===== src/hdl/cubic_spline_interpolator_2d_unit_assert.svh =====
// ----------------------------------------------------------------------------
// Assertion macros for the spline interpolator
// Clocked implication checks, disabled while reset is asserted.
// ----------------------------------------------------------------------------
`ifndef CUBIC_SPLINE_INTERPOLATOR_2D_UNIT_ASSERT_SVH
`define CUBIC_SPLINE_INTERPOLATOR_2D_UNIT_ASSERT_SVH

// same-cycle implication
`define CSI2D_ASSERT_IMP(label, clk, rstn, ante, cons) \
  label: assert property (@(posedge clk) disable iff (!rstn) (ante) |-> (cons)) \
    else $error("%m: same-cycle check failed");

// next-cycle implication
`define CSI2D_ASSERT_NXT(label, clk, rstn, ante, cons) \
  label: assert property (@(posedge clk) disable iff (!rstn) (ante) |=> (cons)) \
    else $error("%m: next-cycle check failed");

`endif


===== src/hdl/csi2d_pkg.sv =====
// ----------------------------------------------------------------------------
// Spline interpolator package
// Command codes, pipeline depth and the stage control bundle.
// ----------------------------------------------------------------------------
`default_nettype none

package csi2d_pkg;

  localparam int CMD_W = 2;

  localparam logic [CMD_W-1:0] CMD_LINEAR  = 2'd0;
  localparam logic [CMD_W-1:0] CMD_CUBIC   = 2'd1;
  localparam logic [CMD_W-1:0] CMD_CATMULL = 2'd2;

  // extra accumulator bits above the coordinate width
  localparam int ACC_GUARD = 5;

  // coefficient stage plus three multiply / round-add pairs
  localparam int LANE_STAGES = 7;
  localparam int NUM_STAGES  = LANE_STAGES + 1;

  typedef struct packed {
    logic [LANE_STAGES-1:0] load;
    logic                   out_load;
  } pipe_ctrl_t;

endpackage

`default_nettype wire


===== src/hdl/csi2d_merge.sv =====
// ----------------------------------------------------------------------------
// Spline interpolator merge stage
// Halves the doubled spline sums, saturates both axes to the coordinate
// range and registers the result beat with the combined clip flag.
// ----------------------------------------------------------------------------
`default_nettype none

module csi2d_merge #(
  parameter int COORD_WIDTH = 32,
  localparam int AccW = COORD_WIDTH + csi2d_pkg::ACC_GUARD
) (
  input  wire logic                          clk_i,
  input  wire csi2d_pkg::pipe_ctrl_t         ctrl_i,
  input  wire logic signed [AccW-1:0]        vx_i,
  input  wire logic signed [AccW-1:0]        vy_i,
  input  wire logic                          hx_i,
  input  wire logic                          hy_i,
  output logic signed [COORD_WIDTH-1:0]      out_x_o,
  output logic signed [COORD_WIDTH-1:0]      out_y_o,
  output logic                               clip_o
);

  localparam logic signed [AccW-1:0] CMAX =
    {{(AccW-COORD_WIDTH+1){1'b0}}, {(COORD_WIDTH-1){1'b1}}};
  localparam logic signed [AccW-1:0] CMIN = ~CMAX;

  function automatic logic [COORD_WIDTH:0] sat(input logic signed [AccW-1:0] v,
                                               input logic hv);
    logic signed [AccW-1:0] h;
    h = hv ? ((v + $signed({{(AccW-1){1'b0}}, ~v[AccW-1]})) >>> 1) : v;
    if (h > CMAX) begin
      return {1'b1, CMAX[COORD_WIDTH-1:0]};
    end else if (h < CMIN) begin
      return {1'b1, CMIN[COORD_WIDTH-1:0]};
    end
    return {1'b0, h[COORD_WIDTH-1:0]};
  endfunction

  logic [COORD_WIDTH:0] rx, ry;

  assign rx = sat(vx_i, hx_i);
  assign ry = sat(vy_i, hy_i);

  logic signed [COORD_WIDTH-1:0] out_x_q, out_y_q;
  logic                          clip_q;

  always_ff @(posedge clk_i) begin
    if (ctrl_i.out_load) begin
      out_x_q <= rx[COORD_WIDTH-1:0];
      out_y_q <= ry[COORD_WIDTH-1:0];
      clip_q  <= rx[COORD_WIDTH] | ry[COORD_WIDTH];
    end
  end

  assign out_x_o = out_x_q;
  assign out_y_o = out_y_q;
  assign clip_o  = clip_q;

endmodule

`default_nettype wire


===== config.mk =====
export PLATFORM = sky130hd
export DESIGN_NAME = csi2d_merge
export DESIGN_NICKNAME = d
export VERILOG_FILES = /design/src/hdl/cubic_spline_interpolator_2d_unit_assert.svh /design/src/hdl/csi2d_pkg.sv /design/src/hdl/csi2d_merge.sv
export SDC_FILE = /design/constraint.sdc
export NUM_CORES = 1
export LEC_CHECK = 0
export BUFFER_PORTS_ARGS = -buffer_cell sky130_fd_sc_hd__buf_4
export CAP_MARGIN = 20
export CORE_ASPECT_RATIO = 0.6
export CORE_MARGIN = 2
export CORE_UTILIZATION = 45
export CTS_CLUSTER_SIZE = 30
export DETAILED_ROUTE_END_ITERATION = 10
export PLACE_DENSITY = 0.82
export SYNTH_ARGS = -nofsm -noshare
export SYNTH_HDL_FRONTEND = slang
export SYNTH_SLANG_ARGS = --single-unit

===== constraint.sdc =====
create_clock -name clk_i -period 5.2 [get_ports clk_i]
set_input_delay 0.26 -clock clk_i [delete_from_list [all_inputs] [get_ports clk_i]]
set_output_delay 0.26 -clock clk_i [all_outputs]
set_load 0.05 [all_outputs]

==> results.json, run 1 <==
{
  "status": "completed",
  "overflow": 0,
  "vias_per_cell": 6.39,
  "dieArea_mm2": 0.0127,
  "synthMuxAreaShare_pct": 3.86,
  "cts-root-buf": "clkbuf_16",
  "intPower_mw": 1.22,
  "io-pin-count": 150,
  "port_buffers": 142,
  "rsz0062_at_grt": "false",
  "fin_crit_ns": 3.64,
  "final_cell_mix": "buf_4, a21oi_1, nand2_1, edfxtp_1, nor2_1",
  "yosysUniqueCellTypes": 77,
  "worst_slew_pin_slew_ns": 0.996,
  "drv_cap": 0,
  "synth_area_leader_cell": "edfxtp_1",
  "p_sw_uw": 609,
  "ys_seq_area_share_pct": 36.7,
  "grt_max_degree": 66,
  "cts_buffer_depth": 2,
  "pwr-share-comb_pct": 29.2,
  "grtUsageTotal_pct": 26.2,
  "avgSynthCellArea_um2": 8.63,
  "diodes": 0,
  "synth_xor_area_share_pct": 2.80,
  "core_mm2": 0.0114,
  "clock_sinks": 65,
  "htree_levels": 3,
  "n_fill_cell": 1020,
  "clk_pin_slew_worst_paths_ns": 0.06,
  "netSwitchingFraction_pct": 33.2,
  "place_congestion": 0.912,
  "yosys_warnings": 0,
  "synth_area_leaders": "edfxtp_1, a21oi_1, nand2_1, o21ai_0, nor2_1",
  "syn_inst": 616,
  "synth_simple_gate_area_share_pct": 24.7,
  "p_per_area_mw_per_mm2": 272,
  "dpl-instance-area_mm2": 0.00642,
  "cts_setup_buffers": 0,
  "cts_buffers": 9,
  "grt_pass1_wl_um": 26300,
  "ant_nets": 0,
  "drt_wl_total_um": 16900,
  "worstSetupPathType": "primary input to flip-flop",
  "synth_area_mm2": 0.00532,
  "vias": 5702,
  "hold_buffers": 0,
  "leakagePower_nw": 2.62,
  "cts_tree": "built",
  "die_h_um": 88.2,
  "critPathRequiredTime_ns": 5.25,
  "worstHoldPathType": "primary input to flip-flop",
  "power_frac_clock_pct": 35.3,
  "multiInputGateArea_mm2": 0.00310,
  "dp_hpwl_um": 12000,
  "final_cell_area_mm2": 0.00674,
  "async_flop_share_pct": 0,
  "finalSetupViolations": 0,
  "wl_per_cell_um": 18.9,
  "die_x_um": 144,
  "final_nets": 815,
  "layout_commonest_cell": "buf_4",
  "synth_nets": 703,
  "grt_pass1_vias": 5149,
  "fin_tns_setup_ns": 0,
  "syn_to_final_growth_pct": 26.7,
  "start_util_pct": 46.6,
  "synth_top_family_by_area": "compound AO/OA/AOI/OAI gates",
  "maxSlewViolCount": 0,
  "dr.first_iter.drc_count": 609,
  "synth_fa_ha_area_share_pct": 0.471,
  "yosysTopAreaCellShare_pct": 36.7,
  "fmax_ghz": 0.275,
  "final_min_period_over_clock_period_pct": 70.0,
  "critPathMaxFanout": 15,
  "cp-start-kind": "primary input",
  "drive_gt1_share_pct": 25.6,
  "max-vdd-ir-drop_v": 0.000191,
  "max_slew_margin_pct": 33.1,
  "hold_violations": 0,
  "ctsResizeCount": 0,
  "ys.flop_type": "edfxtp_1",
  "drc": 0,
  "pwr-share-seq_pct": 35.4,
  "seqCellArea_mm2": 0.00195,
  "endpoint_kind": "flip-flop",
  "antenna_found_initial": 0,
  "ys_ff_latch": 65,
  "synth_compound_area_share_pct": 26.3,
  "drt_first_pass_iters": 5,
  "rows": 30,
  "cp.arrival_ns": 3.69,
  "synth_edf_count": 65
}
[synth_stat cells (all sizes together), types with 3 or more instances]
cell type and count:
xor2 6, a21o 6, nor2 43, o31ai 16, a211oi 7, inv 12, a21boi 3, a31oi 14
nand2 65, o32ai 4, nand4 24, nand3 31, and2 6, a41oi 5, a41o 3, and3 13
xnor2 11, buf 25, edfxtp 65, nor4 9, a211o 3, a21oi 72, o22ai 13, mux2 4
clkbuf 24, and4 13, a32oi 3, o21ai 37, mux2i 16, nor3 10, a2bb2oi 8, nor2b 5
[per-stage QoR]
stage	hold slack [ns]	total power [mW]	utilization (%)	std cells	setup WS, ns
2_1_floorplan	0.372	0.989	-	616	2.56
3_3_place_gp	0.627	1.18	56.3	877	1.56
3_5_place_dp	0.643	1.19	56.3	877	1.33
4_1_cts	0.301	1.84	59.0	893	1.68
5_1_grt	0.324	1.90	59.0	893	1.32
6_report	0.323	1.83	59.0	893	1.56
[kinds of logic after synthesis]
family | count (synthesis)
AOI/OAI and AO/OA | 216
adders and majority gates | 2
DFF | 65
and+or+nand+nor | 234
xor gates and xnor gates | 17
muxes | 20
buffers and inverters | 62
[power groups by stage]
stage,Clock [mW],Sequential (mW),Combinational [mW]
floorplan,0,0.825,0.163
global placement,0,0.659,0.516
detailed placement,0,0.660,0.528
CTS,0.660,0.650,0.530
global route,0.678,0.654,0.567
finish,0.648,0.650,0.535
[cell type report]
| class | count | area share (%) |
|---|---|---|
| well taps | 160 | 2.97 |
| inverters | 13 | 0.724 |
| repair buffers | 150 | 16.7 |
| clock buffers | 10 | 3.40 |
| multi-input cells | 489 | 46.0 |
| clock inverters | 6 | 1.23 |
| flip-flops and latches | 65 | 29.0 |
[layer usage]
metal | track usage, % | share of wire [%] | wire length [um] | vias to the layer above
li1 | - | - | - | 2626
met1 | 39.9 | 46 | 7680 | 2704
met2 | 38.9 | 44 | 7400 | 345
met3 | 4.32 | 9.4 | 1590 | 27
met4 | 6.18 | 1.1 | 193 | 0
met5 | 0 | 0 | 0 | -
[worst max-delay path: stages]
cell and delay (ns):
buf_4 0.14, nor2b_1 0.13, ha_1 0.24, nand4_2 0.26
nor4_4 0.79, a41oi_1 0.21, nor2_1 0.32, o2111ai_1 0.28
nor2_1 0.56, buf_4 0.35, o21ai_0 0.11
[state kept, by name (all words and copies together), names as in the netlist]
signal   flops
clip_o       1
out_x_o     32
out_y_o     32
[path summary, 6_finish.rpt]
path                  cells past startpoint         end      from
worst max-delay path                     11  out_x_o[4]  vx_i[36]
worst min-delay path                      3  out_y_o[0]   vy_i[0]
No activity file was read; power rests on OpenSTA's default activity.
==> run 2: changes to the inputs <==
==> constraint.sdc (replaced) <==
create_clock -name clk_i -period 3.4 [get_ports clk_i]
set_input_delay 0.17 -clock clk_i [delete_from_list [all_inputs] [get_ports clk_i]]
set_output_delay 0.17 -clock clk_i [all_outputs]
set_load 0.05 [all_outputs]
==> results.json, run 2 (synthesis gave the netlist of run 1 again) <==
{
  "status": "completed",
  "power_frac_clock_pct": 37.0,
  "p_sw_uw": 933,
  "fin_crit_ns": 2.86,
  "dr_wl_met2_um": 7010,
  "rsz0062_at_grt": "false",
  "cts_buffers": 9,
  "overflow": 0,
  "place_congestion": 0.904,
  "cts_tree": "built",
  "netSwitchingFraction_pct": 32.3,
  "hold_buffers": 0,
  "layout_setup_ws_ns": 0.536,
  "clk_pin_slew_worst_paths_ns": 0.06,
  "maxSlewViolCount": 0,
  "core_mm2": 0.0114,
  "intPower_mw": 1.96,
  "grtUsageTotal_pct": 26.1,
  "fmax_ghz": 0.349,
  "die_h_um": 88.2,
  "cts_buffer_depth": 2,
  "port_buffers": 142,
  "worstHoldPathType": "primary input to flip-flop",
  "worst_slew_pin_slew_ns": 0.838,
  "vias": 5809,
  "drv_cap": 0,
  "antenna_found_initial": 0,
  "final_cell_mix": "buf_4, a21oi_1, nand2_1, edfxtp_1, nor2_1",
  "die_x_um": 144,
  "layout_commonest_cell": "buf_4",
  "worstSetupPathType": "primary input to flip-flop",
  "grt_max_degree": 66,
  "pwr-share-comb_pct": 28.7,
  "dieArea_mm2": 0.0127,
  "critPathMaxFanout": 20,
  "cp-start-kind": "primary input",
  "ant_nets": 0,
  "dpl-instance-area_mm2": 0.00655,
  "diodes": 0,
  "hold_violations": 0,
  "final_min_period_over_clock_period_pct": 84.2,
  "leakagePower_nw": 2.70,
  "critPathRequiredTime_ns": 3.48,
  "pwr-share-seq_pct": 34.3,
  "drt_wl_total_um": 16700,
  "final_nets": 828,
  "wl_met1_um": 7470,
  "endpoint_kind": "flip-flop",
  "finalSetupViolations": 0,
  "cts-root-buf": "clkbuf_16",
  "io-pin-count": 150,
  "dp_hpwl_um": 12200,
  "grt_pass1_vias": 5144,
  "place_ws_ns": 0.358,
  "top_layer": "met4",
  "drive_gt1_share_pct": 26.9,
  "final_cell_area_mm2": 0.00689,
  "start_util_pct": 46.6,
  "wl_per_cell_um": 18.4,
  "max_slew_margin_pct": 44.1,
  "grt_pass1_wl_um": 26200,
  "drc": 0,
  "vias_per_cell": 6.41,
  "ctsResizeCount": 0,
  "clock_sinks": 65,
  "max-vdd-ir-drop_v": 0.000298,
  "rows": 30,
  "p_per_area_mw_per_mm2": 419,
  "cts_setup_buffers": 0,
  "fin_tns_setup_ns": 0,
  "htree_levels": 3,
  "syn_to_final_growth_pct": 29.7,
  "cp.arrival_ns": 2.94,
  "route.met3.wl_um": 1890,
  "final_core_utilization_pct": 60.4,
  "drt_first_pass_iters": 6,
  "dr.first_iter.drc_count": 664
}
-- run 2: final timing paths --
| kind | start | to | slack (ns) | cells after the start |
|---|---|---|---|---|
| max | vx_i[12] | out_x_o[29] | 0.54 | 8 |
| min | vy_i[0] | out_y_o[0] | 0.21 | 3 |
-- run 2: metrics by stage --
step | hold slack [ns] | total power [mW] | cells
finish | 0.212 | 2.89 | 906
detailed placement | 0.541 | 1.83 | 890
floorplan | 0.282 | 1.51 | 616
CTS | 0.197 | 2.90 | 906
global placement | 0.535 | 1.81 | 890
global route | 0.236 | 3.00 | 906
-- run 2: power by group through the flow --
stage	registers (mW)	logic, mW	clock network (mW)
2_1_floorplan	1.26	0.250	0
3_3_place_gp	1.01	0.800	0
3_5_place_dp	1.01	0.818	0
4_1_cts	0.993	0.821	1.09
5_1_grt	0.999	0.878	1.12
6_report	0.992	0.828	1.07
-- run 2: cell type report --
class                   count  area, um2
clock inverters             7        119
clock buffers               9        225
multi-input cells         489       3100
fillers                   980       4520
repair buffers            163       1250
flip-flops and latches     65       1950
well taps                 160        200
inverters                  13       48.8
-- run 2: critical path, cell delays in order --
cell and delay, ns:
buf_4 0.14, and3_1 0.28, and4_1 0.67, a311oi_1 0.24, a221oi_2 0.38, o2111ai_1 0.28, or2_0 0.48, o22a_1 0.30
-- run 2: routing by layer --
metal / global-route usage (%) / vias to the layer above
met3: 5.96 / 42
met4: 8.56 / 0
met5: 0 / -
met1: 39.5 / 2697
li1: - / 2656
met2: 36.5 / 414
==> run 3: changes to the inputs <==
--- a/config.mk
+++ b/config.mk
@@ -5,6 +5,7 @@
 export SDC_FILE = /design/constraint.sdc
 export NUM_CORES = 1
 export LEC_CHECK = 0
+export ABC_AREA = 1
 export BUFFER_PORTS_ARGS = -buffer_cell sky130_fd_sc_hd__buf_4
 export CAP_MARGIN = 20
 export CORE_ASPECT_RATIO = 0.6
@@ -12,7 +13,7 @@
 export CORE_UTILIZATION = 45
 export CTS_CLUSTER_SIZE = 30
 export DETAILED_ROUTE_END_ITERATION = 10
-export PLACE_DENSITY = 0.82
+export PLACE_DENSITY = 0.81
 export SYNTH_ARGS = -nofsm -noshare
 export SYNTH_HDL_FRONTEND = slang
 export SYNTH_SLANG_ARGS = --single-unit
==> constraint.sdc (replaced) <==
create_clock -name clk_i -period 2.9 [get_ports clk_i]
set_input_delay 0.145 -clock clk_i [delete_from_list [all_inputs] [get_ports clk_i]]
set_output_delay 0.145 -clock clk_i [all_outputs]
set_load 0.05 [all_outputs]
==> results.json, run 3 <==
{
  "status": "completed",
  "layout_commonest_cell": "nand2_1",
  "cts_setup_buffers": 0,
  "yosysMostFrequentCell": "nand2_1",
  "overflow": 0,
  "pwr-share-seq_pct": 35.0,
  "vias_per_cell": 5.18,
  "path_cells": "buf_4 > inv_1 > nor2_4 > ha_1 > nand2_2 > nor2_4 > nand3_2 > nor2_4 > nand4_1 > nand3_1 > nand2_1 > nor2_1 > nand3_1 > nand2_2 > buf_4 > nand2_1",
  "drv_cap": 0,
  "hold_violations": 0,
  "critPathLaunch": "vy_i[0]",
  "critPathRequiredTime_ns": 2.97,
  "netSwitchingFraction_pct": 34.6,
  "dp_hpwl_um": 12400,
  "synth_edf_count": 65,
  "max_slew_margin_pct": 44.1,
  "yosysUniqueCellTypes": 30,
  "synth_common_cells": "nand2_1, nor2_1, edfxtp_1, o21ai_0, nand3_1",
  "synth_area_mm2": 0.00553,
  "htree_levels": 3,
  "p_sw_mw": 1.18,
  "max-vdd-ir-drop_v": 0.000254,
  "synth_area_leaders": "edfxtp_1, nand2_1, nor2_1, o21ai_0, xor2_1",
  "ys.flop_type": "edfxtp_1",
  "core_mm2": 0.0120,
  "max_stage_delay_ns": 0.28,
  "cts_buffers": 9,
  "port_buffers": 142,
  "synth_nets": 907,
  "grt_max_degree": 66,
  "grt_pass1_wl_um": 25900,
  "rows": 31,
  "yosys_warnings": 0,
  "final_cell_mix": "nand2_1, buf_4, nor2_1, edfxtp_1, o21ai_0",
  "final_cell_area_mm2": 0.00698,
  "fmax_ghz": 0.436,
  "fin_crit_ns": 2.29,
  "crit_top_cell": "nor2_4",
  "synth_area_leader_cell": "edfxtp_1",
  "crit_slowest_cell": "buf_4",
  "power_frac_clock_pct": 34.1,
  "antenna_found_initial": 0,
  "hold_buffers": 0,
  "drt_wl_total_um": 16600,
  "cts-root-buf": "clkbuf_16",
  "drc": 0,
  "die_h_um": 89.8,
  "clk_pin_slew_worst_paths_ns": 0.06,
  "pwr-share-comb_pct": 30.9,
  "syn_inst": 820,
  "n_fill_cell": 1154,
  "grt_pass1_vias": 4948,
  "dpl-instance-area_mm2": 0.00667,
  "die_x_um": 147,
  "p_per_area_mw_per_mm2": 488,
  "cts_buffer_depth": 2,
  "endpoint_kind": "flip-flop",
  "ant_nets": 0,
  "worst_slew_pin_slew_ns": 0.838,
  "worstHoldPathType": "primary input to flip-flop",
  "drive_gt1_share_pct": 21.3,
  "async_flop_share_pct": 0,
  "rsz0062_at_grt": "false",
  "wl_per_cell_um": 14.8,
  "critPathMaxFanout": 16,
  "avgSynthCellArea_um2": 6.74,
  "yosysTopAreaCellShare_pct": 35.3,
  "intPower_mw": 2.23,
  "place_congestion": 0.966,
  "min_to": "out_x_o[1]",
  "grtUsageTotal_pct": 24.6,
  "leakagePower_nw": 2.95,
  "clock_sinks": 65,
  "cts_tree": "built",
  "ys_seq_area_share_pct": 35.3,
  "cp-start-kind": "primary input",
  "finalSetupViolations": 0,
  "syn_to_final_growth_pct": 26.3,
  "fin_tns_setup_ns": 0,
  "seqCellArea_mm2": 0.00195,
  "start_util_pct": 46.0,
  "drt_first_pass_iters": 5,
  "dieArea_mm2": 0.0132,
  "worstSetupPathType": "primary input to flip-flop",
  "hp-start": "vx_i[1]",
  "maxSlewViolCount": 0,
  "io-pin-count": 150,
  "final_min_period_over_clock_period_pct": 79.0,
  "multiInputGateArea_mm2": 0.00324,
  "diodes": 0,
  "vias": 5808,
  "dr.first_iter.drc_count": 553,
  "ctsResizeCount": 0,
  "ys_ff_latch": 65,
  "cp.arrival_ns": 2.37,
  "hold_depth": 5,
  "final_nets": 1039
}
-- run 3: layer usage --
layer | vias up | share of wire (%) | global-route usage (%)
li1 | 2920 | - | -
met1 | 2542 | 51 | 40.9
met2 | 331 | 36 | 30.4
met3 | 15 | 12 | 7.92
met4 | 0 | 0.54 | 3.53
met5 | - | 0 | 0
-- run 3: how the worst max path moves through the flow --
stage / endpoint / cells past startpoint / slack (ns)
2_1_floorplan: out_x_o[25] / 18 / 0.89
3_3_place_gp: out_y_o[1] / 15 / 0.40
3_5_place_dp: out_y_o[9] / 15 / 0.32
4_1_cts: out_y_o[4] / 15 / 0.65
5_1_grt: out_y_o[4] / 15 / 0.42
6_report: out_y_o[4] / 16 / 0.61
-- run 3: cell type report --
cell class,count,share of cell area (%)
Sequential cell,65,28.0
Clock inverter,7,1.22
Clock buffer,9,3.23
Inverter,37,1.99
Timing Repair Buffer,149,16.2
Multi-Input combinational cell,690,46.4
Tap cell,165,2.96
-- run 3: power by group through the flow --
stage / Clock [mW] / Combinational, mW / Sequential [mW]
2_1_floorplan: 0 / 0.341 / 1.56
3_3_place_gp: 0 / 1.04 / 1.21
3_5_place_dp: 0 / 1.05 / 1.21
4_1_cts: 1.18 / 1.05 / 1.19
5_1_grt: 1.22 / 1.13 / 1.20
6_report: 1.16 / 1.05 / 1.19
-- run 3: cells by family (layout without fill, tap and decap cells) --
| kind of cell | Yosys count | count (layout) | share of synthesized area, % |
|---|---|---|---|
| DFF | 65 | 65 | 35.3 |
| buffers and inverters | 65 | 202 | 6.07 |
| and+or+nand+nor | 568 | 568 | 44.0 |
| xor gates and xnor gates | 47 | 47 | 7.45 |
| adders and majority gates | 2 | 2 | 0.453 |
| AOI/OAI and AO/OA | 73 | 73 | 6.68 |
-- run 3: through the flow --
stage | utilization, % | setup slack (ns) | total power [mW] | instances | hold slack [ns]
3_5_place_dp | 55.5 | 0.323 | 2.26 | 1106 | 0.548
5_1_grt | 58.0 | 0.415 | 3.55 | 1122 | 0.237
2_1_floorplan | - | 0.890 | 1.90 | 820 | 0.257
3_3_place_gp | 55.5 | 0.398 | 2.24 | 1106 | 0.541
4_1_cts | 58.0 | 0.654 | 3.42 | 1122 | 0.197
6_report | 58.0 | 0.608 | 3.40 | 1122 | 0.215
-- run 3: critical path: cells and delay by family --
kind	cells	cell delay [ns]
simple gates	12	1.55
fa+ha+maj	1	0.22
buf+inv	3	0.42
